**src/rtl/swt_pkg.sv**
```systemverilog
// ----------------------------------------------------------------------------
// swt_pkg
// Shared types and constants for the system-information window tracker.
// ----------------------------------------------------------------------------
package swt_pkg;

   localparam int MAX_MESSAGES = 32;
   localparam int MSG_W        = 5;
   localparam int SLOT_W       = 18;
   localparam int QUO_W        = 13;

   // register indexes on the csr port
   localparam logic [2:0] CSR_WINDOW_LEN  = 3'd0;
   localparam logic [2:0] CSR_MSG_COUNT   = 3'd1;
   localparam logic [2:0] CSR_NUMEROLOGY  = 3'd2;
   localparam logic [2:0] CSR_PERIOD_LOW  = 3'd3;
   localparam logic [2:0] CSR_PERIOD_HIGH = 3'd4;

   // reciprocal of ten in 16 fractional bits
   localparam logic [12:0] RECIP_TEN = 13'd6554;

   typedef enum logic [1:0] {
      ST_IDLE,
      ST_RUN,
      ST_DONE
   } state_type;

   // configuration derived once and fanned out to every cell
   typedef struct packed {
      logic [SLOT_W-1:0] wrap;
      logic [SLOT_W-2:0] half;
      logic [10:0]       w;
      logic [7:0]        wq;
      logic [7:0]        wr;
      logic [7:0]        nslots;
      logic [5:0]        count;
   } cfg_type;

   // tick data walking down the chain
   typedef struct packed {
      logic              valid;
      logic [SLOT_W-1:0] now;
      logic [9:0]        sfn;
      logic [7:0]        slot;
      logic [7:0]        rem;
      logic [QUO_W-1:0]  quo;
   } token_type;

   typedef struct packed {
      logic             valid;
      logic [MSG_W-1:0] msg;
   } grant_type;

endpackage

```
**src/rtl/swt_cell.sv**
```systemverilog
// ----------------------------------------------------------------------------
// swt_cell
// One message slot: window state, timeout check and start match.
// ----------------------------------------------------------------------------
module swt_cell (
   input  logic                    clock,
   input  logic                    reset,
   input  logic [4:0]              cell_id,
   input  logic [2:0]              period_code,
   input  swt_pkg::cfg_type        cfg,
   input  swt_pkg::grant_type      grant,
   input  logic                    clear_missed,
   input  swt_pkg::token_type      tok_in,
   output swt_pkg::token_type      tok_out,
   output logic                    open_out,
   output logic                    missed_out
);
   import swt_pkg::*;

   logic              open_ff, open_in;
   logic              sent_ff, sent_in;
   logic              missed_ff, missed_in;
   logic [SLOT_W-1:0] start_ff, start_in;
   token_type         tok_ff, tok_in_nxt;

   logic              active;
   logic [SLOT_W:0]   stop_sum;
   logic [SLOT_W-1:0] stop;
   logic [SLOT_W:0]   diff;
   logic              timeout;
   logic [9:0]        sfn_mask;
   logic              start_hit;
   logic [8:0]        rem_sum;

   assign active = {1'b0, cell_id} < cfg.count;

   // wrapped end of window and distance from it
   always_comb begin
      stop_sum = {1'b0, start_ff} + {{(SLOT_W-10){1'b0}}, cfg.w};
      if (stop_sum >= {1'b0, cfg.wrap}) begin
         stop = SLOT_W'(stop_sum - {1'b0, cfg.wrap});
      end else begin
         stop = stop_sum[SLOT_W-1:0];
      end
      if (tok_in.now >= stop) begin
         diff = {1'b0, tok_in.now} - {1'b0, stop};
      end else begin
         diff = {1'b0, tok_in.now} + {1'b0, cfg.wrap} - {1'b0, stop};
      end
      timeout = (diff != '0) && (diff < {2'b00, cfg.half});
   end

   // window start match
   always_comb begin
      sfn_mask  = ~(10'h3FF << ({1'b0, period_code} + 4'd3));
      start_hit = (tok_in.slot == tok_in.rem) &&
                  ({{(QUO_W-10){1'b0}}, (tok_in.sfn & sfn_mask)} == tok_in.quo);
   end

   // state update
   always_comb begin
      open_in   = open_ff;
      sent_in   = sent_ff;
      missed_in = clear_missed ? 1'b0 : missed_ff;
      start_in  = start_ff;
      if (tok_in.valid) begin
         if (!active) begin
            open_in = 1'b0;
            sent_in = 1'b0;
         end else if (open_ff) begin
            if (timeout) begin
               missed_in = !sent_ff;
               open_in   = 1'b0;
               sent_in   = 1'b0;
            end
         end else if (start_hit) begin
            open_in  = 1'b1;
            start_in = tok_in.now;
         end
      end
      if (grant.valid && grant.msg == cell_id && active && open_ff) begin
         open_in = 1'b0;
         sent_in = 1'b1;
      end
   end

   // offset of the next message: x grows by w
   always_comb begin
      tok_in_nxt = tok_in;
      rem_sum    = {1'b0, tok_in.rem} + {1'b0, cfg.wr};
      if (rem_sum >= {1'b0, cfg.nslots}) begin
         tok_in_nxt.rem = 8'(rem_sum - {1'b0, cfg.nslots});
         tok_in_nxt.quo = tok_in.quo + {{(QUO_W-8){1'b0}}, cfg.wq} + QUO_W'(1);
      end else begin
         tok_in_nxt.rem = rem_sum[7:0];
         tok_in_nxt.quo = tok_in.quo + {{(QUO_W-8){1'b0}}, cfg.wq};
      end
   end

   always_ff @(posedge clock) begin
      if (reset) begin
         open_ff      <= 1'b0;
         sent_ff      <= 1'b0;
         missed_ff    <= 1'b0;
         tok_ff.valid <= 1'b0;
      end else begin
         open_ff      <= open_in;
         sent_ff      <= sent_in;
         missed_ff    <= missed_in;
         tok_ff.valid <= tok_in_nxt.valid;
      end
   end

   always_ff @(posedge clock) begin
      start_ff    <= start_in;
      tok_ff.now  <= tok_in_nxt.now;
      tok_ff.sfn  <= tok_in_nxt.sfn;
      tok_ff.slot <= tok_in_nxt.slot;
      tok_ff.rem  <= tok_in_nxt.rem;
      tok_ff.quo  <= tok_in_nxt.quo;
   end

   assign tok_out    = tok_ff;
   assign open_out   = open_ff;
   assign missed_out = missed_ff;

endmodule

```
**config.mk**
```make
export PLATFORM = sky130hd
export DESIGN_NAME = swt_cell
export DESIGN_NICKNAME = d
export VERILOG_FILES = /design/src/rtl/swt_pkg.sv /design/src/rtl/swt_cell.sv
export SDC_FILE = /design/constraint.sdc
export NUM_CORES = 1
export LEC_CHECK = 0
export BUFFER_PORTS_ARGS = -buffer_cell sky130_fd_sc_hd__clkbuf_2
export CAP_MARGIN = 0
export CELL_PAD_IN_SITES_DETAIL_PLACEMENT = 0
export CELL_PAD_IN_SITES_GLOBAL_PLACEMENT = 2
export CORE_UTILIZATION = 25
export DETAILED_ROUTE_END_ITERATION = 16
export HOLD_SLACK_MARGIN = 0.05
export PLACE_DENSITY = 0.74
export SLEW_MARGIN = 20
export SYNTH_ARGS = -nofsm -noshare
export SYNTH_HDL_FRONTEND = slang
export SYNTH_SLANG_ARGS = --single-unit
```
**constraint.sdc**
```tcl
create_clock -name clock -period 24.3 [get_ports clock]
set_input_delay 2.43 -clock clock [delete_from_list [all_inputs] [get_ports clock]]
set_output_delay 2.43 -clock clock [all_outputs]
set_load 0.03 [all_outputs]
```
# [Word level (Yosys, flattened, before mapping)]
# Cells that the tools add are included.
[totals] register_bits=79 inputBits=151 word_cells=62
[classes] n_addsub=10 magnitude_cmp=5 eq_ne=5 shifts=1 muxes=17 bitwise=3 n_reduce_logical=11
[op_table] op="$mux 21" count=1
[op_table] op="$add 18x11->19" count=1
[op_table] op="$add 18x18->19" count=1
[op_table] op="$ge 19x18->1" count=1
[op_table] op="$lt 19x17->1" count=1
[op_table] op="$mux 19" count=1
[op_table] op="$reduce_bool 19->1" count=1
[op_table] op="$sub 18x18->19" count=1
[op_table] op="$sub 19x18->19" count=1
[op_table] op="$ge 18x18->1" count=1
[op_table] op="$mux 18" count=1
[op_table] op="$sub 18x18->18" count=1
[op_table] op="$mux 1" count=14
[op_table] op="$add 13x1->13 const B" count=1
[op_table] op="$add 13x8->13" count=1
[op_table] op="$eq 10x13->1" count=1
[op_table] op="$and 10x10->10" count=1
[op_table] op="$not 10->10" count=1
[op_table] op="$shl 10x4->10 const A" count=1
[op_table] op="$add 8x8->9" count=1
[op_table] op="$ge 9x8->1" count=1
[op_table] op="$eq 8x8->1" count=1
[op_table] op="$sub 8x8->8" count=1
[op_table] op="$lt 5x6->1" count=1
[op_table] op="11 further kinds" count=15

# [Logic depth before layout (Yosys ltp)]
# Gate-level depths: netlist (run 1).
[logic_depth] word_depth=12 mapped_depth=52 ltp_nobuf=47

# [Worst setup path after synthesis (run 1)]
# No wires, ideal clock.
[synth_path] kind="input-to-reg" from="input cfg[31] (netlist bit)" to="register missed_ff, in the netlist missed_out" setup_time_ns=0.123 t_arrival_ns=10.707 required_time_ns=24.177 slack_ns=13.470 path_stages=45 path_buffers=5 path_cell_list="ha_1 a21oi_1 o2111ai_1 and3_1 o21a_1 nor2_1 nor2b_1 o21ai_0 nand2b_1 and2_1 xor2_1 ha_1 nand4_1 nor3_2 nand4_1 and2_1 buf_4 nand3_4 [9 not listed] o21ai_2 buf_6 clkbuf_1 mux2_2 ha_1 a21oi_1 nor2b_1 o21ai_0 nand2b_1 a21oi_1 nor2b_1 o21ai_0 nand2b_1 o2111ai_1 a21o_1 nand4_1 nor4_1 mux2_1"
[synth_via] elab_chain_cells=11 word_cells_on_any_way=15 cone_classes="add/sub (4); order compare (3); mux (6); reduce/logical (2)"
[synth_lines] element="start, declared" line="swt_cell.sv:10" source="input swt_pkg::cfg_type cfg,"
[synth_lines] element="$add 18x11->19 *" line="swt_cell.sv:39" source="stop_sum = {1'b0, start_ff} + {{(SLOT_W-10){1'b0}}, cfg.w};"
[synth_lines] element="$sub 18x18->18 or $ge 19x18->1 (tied branches)" line="swt_cell.sv:41, swt_cell.sv:40"
[synth_lines] element="$mux 18 *" line="swt_cell.sv:40" source="if (stop_sum >= {1'b0, cfg.wrap}) begin"
[synth_lines] element="$sub 19x18->19, or another cell as far along" line="swt_cell.sv:48" source="diff = {1'b0, tok_in.now} + {1'b0, cfg.wrap} - {1'b0, stop};"
[synth_lines] element="$mux 19 *" line="swt_cell.sv:45" source="if (tok_in.now >= stop) begin"
[synth_lines] element="$lt 19x17->1 or $reduce_bool 19->1 (tied branches)" line="swt_cell.sv:50" source="timeout = (diff != '0) && (diff < {2'b00, cfg.half});"
[synth_lines] element="$logic_and 1x1->1 *" line="swt_cell.sv:50"
[synth_lines] element="$mux 1 *" line="swt_cell.sv:71" source="if (timeout) begin"
[synth_lines] element="$mux 1 *" line="swt_cell.sv:70" source="end else if (open_ff) begin"
[synth_lines] element="$mux 1 *" line="swt_cell.sv:67" source="if (!active) begin"
[synth_lines] element="$mux 1 *" line="swt_cell.sv:66" source="if (tok_in.valid) begin"
[synth_lines] element="end signal, assigned" line="swt_cell.sv:109" source="missed_ff <= missed_in;"
[synth_lines] element="end, declared" line="swt_cell.sv:22" source="logic missed_ff, missed_in;"
# Every way passes the cells marked *; elsewhere a longest branch is shown, timed or not.
# A chain may end at the register's enable or synchronous reset.

# [Worst setup path in the final report (run 1)]
[layout_path] from="input cfg[30] (netlist bit)" to="register missed_ff, in the netlist missed_out"
# Same word-level chain as after synthesis.

==> results.yml, run 1 <==
timing:
  fin_crit_ns: 11.34
  drv_slew: 0
  fin_crit_sh: 0.467
  max_slew.worst_pin.slew_ns: 0.821
  hold_ws_ns: 0.504
  maxSlewHeadroom: 0.449
  finalHoldViolations: 0
  max_freq_ghz: 0.0882
  rsz0062_at_grt: "no"
  tns_ns: 0
  setup_viol: 0
  finClkSkew_ns: 0.0103
cts:
  numClockSinks: 79
  ctsResizeCount: 0
  postCtsHoldBufs: 0
  worstSkewPairLatency_ns: 0.38
  cts_tree: "yes"
  cts_buffers: 9
  cts_root_buf: "clkbuf_16"
  path_clk_slew_ns: 0.07
  h-tree-depth: 3
  clock_path_buffers: 2
  postCtsSetupBuffers: 0
yosys:
  synth_top_area_cell: "ha_1"
  synthFlopType: "dfxtp_1"
  synthMuxAreaShare: 0.0309
  ys_types: 76
  syn-num-nets: 1295
  synthAdderAreaFrac: 0.214
  seq_area_frac_synth: 0.206
  synth-edff-count: 18
  async_reset_ff_frac: 0
  syn_area_um2: 8530
  synth-compound-area-share: 0.192
  synth_xor_area_frac: 0.119
  synth-seq-cells: 79
  synth_top_family_by_area: "adder cells"
  yosysWarnings: 0
  synth_simple_gate_area_share: 0.182
  synth_area_leaders: "ha_1 17%, dfxtp_1 14%, xnor2_1 8.5%"
  synth_cells: 1011
  avgSynthCellArea_um2: 8.44
  synthDominantCellAreaShare: 0.167
floorplanning:
  die_w_um: 187
  coreArea_um2: 33500
  dieArea_um2: 34900
  die_y_um: 187
  io_pins: 211
  initial_core_util: 0.254
  rows: 67
place:
  hpwl_mm: 23.1
  dp.cells: 1654
  portBuffers: 210
  place.gp.congestion: 0.817
power:
  combPwrFrac: 0.572
  power_switching_uw: 304
  ir_drop_v: 0.0000423
  p_leak_nw: 4.84
  netSwitchingFraction: 0.441
  power_frac_seq: 0.221
  pwr-share-clk: 0.207
  p_per_area_nw_per_um2: 66.4
  p_int_uw: 385
cells_and_area:
  final_cell_mix: "210 x clkbuf_2, 114 x ha_1, 104 x inv_1, 83 x xnor2_1, 71 x a21oi_1"
  final_nets: 1501
  drive_above_1_share: 0.208
  layout_commonest_cell: "clkbuf_2"
  area_delta_synth_final_pct: 21.6
  fin_cells: 1671
critical_path:
  worst_ep_arrival_time_ns: 11.61
  worst-path-buf-inv: 3
  worstSetupEndpointType: "flip-flop"
  start_kind: "input pin"
  critPathMaxStageDelay_ns: 0.56
  path_common_cell: "o21ai_0"
  slowest_stage: "or4_1"
  crit_family: "simple AND/OR/NAND/NOR gates"
  crit_required_ns: 24.57
  crit_fanout: 22
  path_class: "in2reg"
routing:
  wire_per_inst_um: 16.1
  routed_via_density: 4.73
  drt_iter0_markers: 286
  drc: 0
  ant_nets: 0
  dr.pass1.iters: 5
  routed_wirelength_mm: 26.9
  num_vias: 7898
hold_path:
  worst_hold_path_type: "reg2reg"
global_routing:
  grt_max_degree: 23
  grt_pass1_wl_mm: 42.0
  grt_pass1_vias: 7989
  gr-total-overflow: 0
  track_usage: 0.155
  antenna_found_initial: 5
status:
  status: "finished clean"
flow_run:
  max_cap_viol_count: 0
==> synthesized netlist by cell type (all sizes together) (3+ instances only) <==
cell,n
nor4b,3
o2111ai,5
nand2b,14
nor2,64
a311oi,3
xor2,33
or4,6
and3,9
a211oi,8
o211ai,3
o21a,9
nor3,24
o31a,7
xnor2,83
fa,19
and2,18
o41ai,3
nand4,18
nand3,21
o31ai,11
buf,8
o21bai,15
nor3b,4
and4,8
a41oi,3
inv,104
nor2b,16
a21oi,71
ha,114
a31oi,10
o221ai,5
dfxtp,61
edfxtp,18
o21ai,51
mux2i,15
or3,10
nand2,54
o211a,3
mux2,9
a21o,26
nor4,10
clkbuf,9
==> worst min-delay path: stages, from the launching register on <==
cell and delay [ns]:
dfxtp_1 0.32, nand3b_1 0.09, o22ai_1 0.06
==> flip-flops by register name (all words and copies together) (netlist names) <==
name,count
sent_ff,1
start_ff,18
tok_out,58
open_out,1
missed_out,1
==> kinds of logic after synthesis <==
kind of cell | Yosys count
buf+inv | 121
fa+ha+maj | 135
flops | 79
simple gates | 288
xor+xnor | 116
compound gates | 248
mux | 24
==> power by group through the flow <==
stage | Combinational [mW] | Sequential, mW | Clock [mW]
after detailed placement | 0.394 | 0.155 | 0
after global routing | 0.440 | 0.154 | 0.154
final | 0.394 | 0.152 | 0.143
after floorplan | 0.258 | 0.185 | 0
after CTS | 0.397 | 0.152 | 0.149
after global placement | 0.395 | 0.155 | 0
==> stage by stage <==
step	instance area (um^2)	util	setup slack (ns)	power, mW
global placement	10100	0.301	12.53	0.550
floorplan	8530	-	13.47	0.443
global route	10400	0.309	12.21	0.747
detailed placement	10100	0.301	12.52	0.549
CTS	10400	0.309	12.91	0.699
finish	10400	0.309	12.96	0.689
==> worst paths after layout <==
check,endpoint,depth (start not counted),slack [ns],from
worst max-delay path,missed_out$_SDFF_PP0_,44,12.96,cfg[30]
worst min-delay path,sent_ff$_SDFFE_PP0P_,2,0.50,sent_ff$_SDFFE_PP0P_
worst max register to register,missed_out$_SDFF_PP0_,42,14.70,start_ff[1]$_DFFE_PP_
worst min register to register,sent_ff$_SDFFE_PP0P_,2,0.50,sent_ff$_SDFFE_PP0P_
==> routing by layer <==
metal  wire [um]  vias to the layer above  global-route usage
li1            -                     4054                   -
met1       12200                     3589               0.191
met2       12000                      212               0.252
met3        2030                       35              0.0528
met4         524                        8              0.0526
met5          57                        -                   0
==> area by class of cell <==
| type | instances | area [um^2] |
|---|---|---|
| diodes | 1 | 2.50 |
| clock buffers | 10 | 250 |
| clock inverters | 6 | 45.0 |
| fillers | 3648 | 23200 |
| inverters | 104 | 390 |
| multi-input cells | 811 | 6300 |
| flip-flops and latches | 79 | 1760 |
| well taps | 448 | 561 |
| repair buffers | 212 | 1070 |
(Power assumes the default switching activity.)
==> run 2, diff against run 1 <==
==> constraint.sdc (replaced) <==
create_clock -name clock -period 10.95 [get_ports clock]
set_input_delay 1.095 -clock clock [delete_from_list [all_inputs] [get_ports clock]]
set_output_delay 1.095 -clock clock [all_outputs]
set_load 0.03 [all_outputs]
==> run 2 against run 1 <==
Compared with the run above: power grew 120%; critical endpoint unchanged; worst hold slack lost 0.017 ns; non-clock buffer count grew 1; largest cell class unchanged.
==> results.yml, run 2 (same netlist as run 1, synthesis figures left out) <==
critical_path:
  path_class: "in2reg"
  slowest_stage: "or4_1"
  regToRegSetupSlack_ns: 1.41
  crit_required_ns: 11.20
  path_common_cell: "o21ai_0"
  worstSetupEndpointType: "flip-flop"
  r2r-start: "start_ff[1]$_DFFE_PP_"
  worst_ep_arrival_time_ns: 10.20
  critPathMaxStageDelay_ns: 0.57
  start_kind: "input pin"
  crit_fanout: 22
  r2r-end: "missed_out$_SDFF_PP0_"
  rr_worst_depth: 41
status:
  status: "finished clean"
power:
  p_per_area_nw_per_um2: 147
  p_leak_nw: 4.85
  ir_drop_v: 0.000106
  total_power_mw: 1.53
timing:
  tns_ns: 0
  max_freq_ghz: 0.101
  finClkSkew_ns: 0.00675
  max_slew.worst_pin.slew_ns: 0.783
  maxSlewHeadroom: 0.475
  rsz0062_at_grt: "no"
  drv_slew: 0
  setup_viol: 0
  finalHoldViolations: 0
  fin_crit_sh: 0.908
  fin_crit_ns: 9.94
hold_path:
  worstHoldStart: "sent_ff$_SDFFE_PP0P_"
  whs_endpoint: "sent_ff$_SDFFE_PP0P_"
  worst_hold_path_type: "reg2reg"
  whs_path_depth: 2
flow_run:
  max_cap_viol_count: 0
routing:
  wire_per_inst_um: 16.2
  drc: 0
  dr.pass1.iters: 7
  ant_nets: 0
  routed_via_density: 4.72
  drt_iter0_markers: 355
  num_vias: 7886
  routed_wirelength_mm: 27.0
cts:
  cts_buffers: 9
  postCtsSetupBuffers: 0
  h-tree-depth: 3
  cts_tree: "yes"
  clock_path_buffers: 2
  ctsResizeCount: 0
  postCtsHoldBufs: 0
  cts_root_buf: "clkbuf_16"
  worstSkewPairLatency_ns: 0.36
  path_clk_slew_ns: 0.06
  numClockSinks: 79
place:
  place.gp.congestion: 0.819
  hpwl_mm: 23.5
  dp.cells: 1655
  portBuffers: 210
global_routing:
  track_usage: 0.158
  grt_pass1_wl_mm: 42.9
  antenna_found_initial: 5
  gr-total-overflow: 0
  grt_pass1_vias: 8169
  grt_max_degree: 23
cells_and_area:
  final_cell_mix: "210 x clkbuf_2, 114 x ha_1, 104 x inv_1, 83 x xnor2_1, 71 x a21oi_1"
  largest_reg_flops: 58
  area_delta_synth_final_pct: 21.8
  layout_commonest_cell: "clkbuf_2"
  fin_cells: 1672
  drive_above_1_share: 0.208
  final_nets: 1502
floorplanning:
  dieArea_um2: 34900
  rows: 67
  coreArea_um2: 33500
  die_w_um: 187
  initial_core_util: 0.254
  io_pins: 211
  die_y_um: 187
## run 2: cell count changes in the layout (fill, tap and decap cells not counted), sizes merged
cell | before | now
clkbuf | 220 | 224
inv | 108 | 104
buf | 2 | 3
## run 2: worst max-delay path by stage
stage          slack (ns)                    end  startpoint  cells past startpoint
2_1_floorplan        1.45  missed_out$_SDFF_PP0_     cfg[31]                     45
3_3_place_gp         0.70  missed_out$_SDFF_PP0_     cfg[31]                     42
3_5_place_dp         0.60  missed_out$_SDFF_PP0_     cfg[31]                     42
4_1_cts              0.96  missed_out$_SDFF_PP0_     cfg[31]                     42
5_1_grt              0.30  missed_out$_SDFF_PP0_     cfg[31]                     41
6_report             1.01  missed_out$_SDFF_PP0_     cfg[31]                     42
## run 2: report_power, final
part | switching [mW] | total, mW | leakage (nW) | internal [mW]
combinational | 0.519 | 0.874 | 4.02 | 0.354
sequential | 0.00875 | 0.339 | 0.675 | 0.330
clock | 0.128 | 0.313 | 0.154 | 0.185
total | 0.656 | 1.53 | 4.85 | 0.870
## run 2: worst max-delay path: cells and delay by family
| kind | cells | cell delay, ns |
|---|---|---|
| AO/OA/AOI/OAI | 17 | 3.27 |
| XOR/XNOR | 1 | 0.20 |
| adder cells (fa/ha/maj) | 4 | 1.34 |
| buffers and inverters | 1 | 0.09 |
| multiplexers | 2 | 0.75 |
| AND/OR/NAND/NOR | 17 | 3.43 |
## run 2: through the flow
step	util	cell area, um^2	hold slack (ns)	setup WS, ns
2_1_floorplan	-	8530	0.463	1.45
3_3_place_gp	0.301	10100	0.476	0.699
3_5_place_dp	0.301	10100	0.484	0.599
4_1_cts	0.310	10400	0.494	0.958
5_1_grt	0.310	10400	0.528	0.299
6_report	0.310	10400	0.487	1.01
## run 2: cell type report
type,instances,area [um^2]
clock buffer,14,295
fill,3673,23100
tap,448,561
multi-input combinational,811,6300
sequential,79,1760
timing repair buffer,213,1070
clock inverter,2,10.0
inverter,104,390
antenna,1,2.50
## run 2: metal layers
layer	vias to the layer above	track usage	part of all wire
met3	28	0.0553	0.078
met5	-	0	0.0014
li1	4047	-	-
met4	6	0.0419	0.014
met1	3580	0.190	0.44
met2	225	0.265	0.46
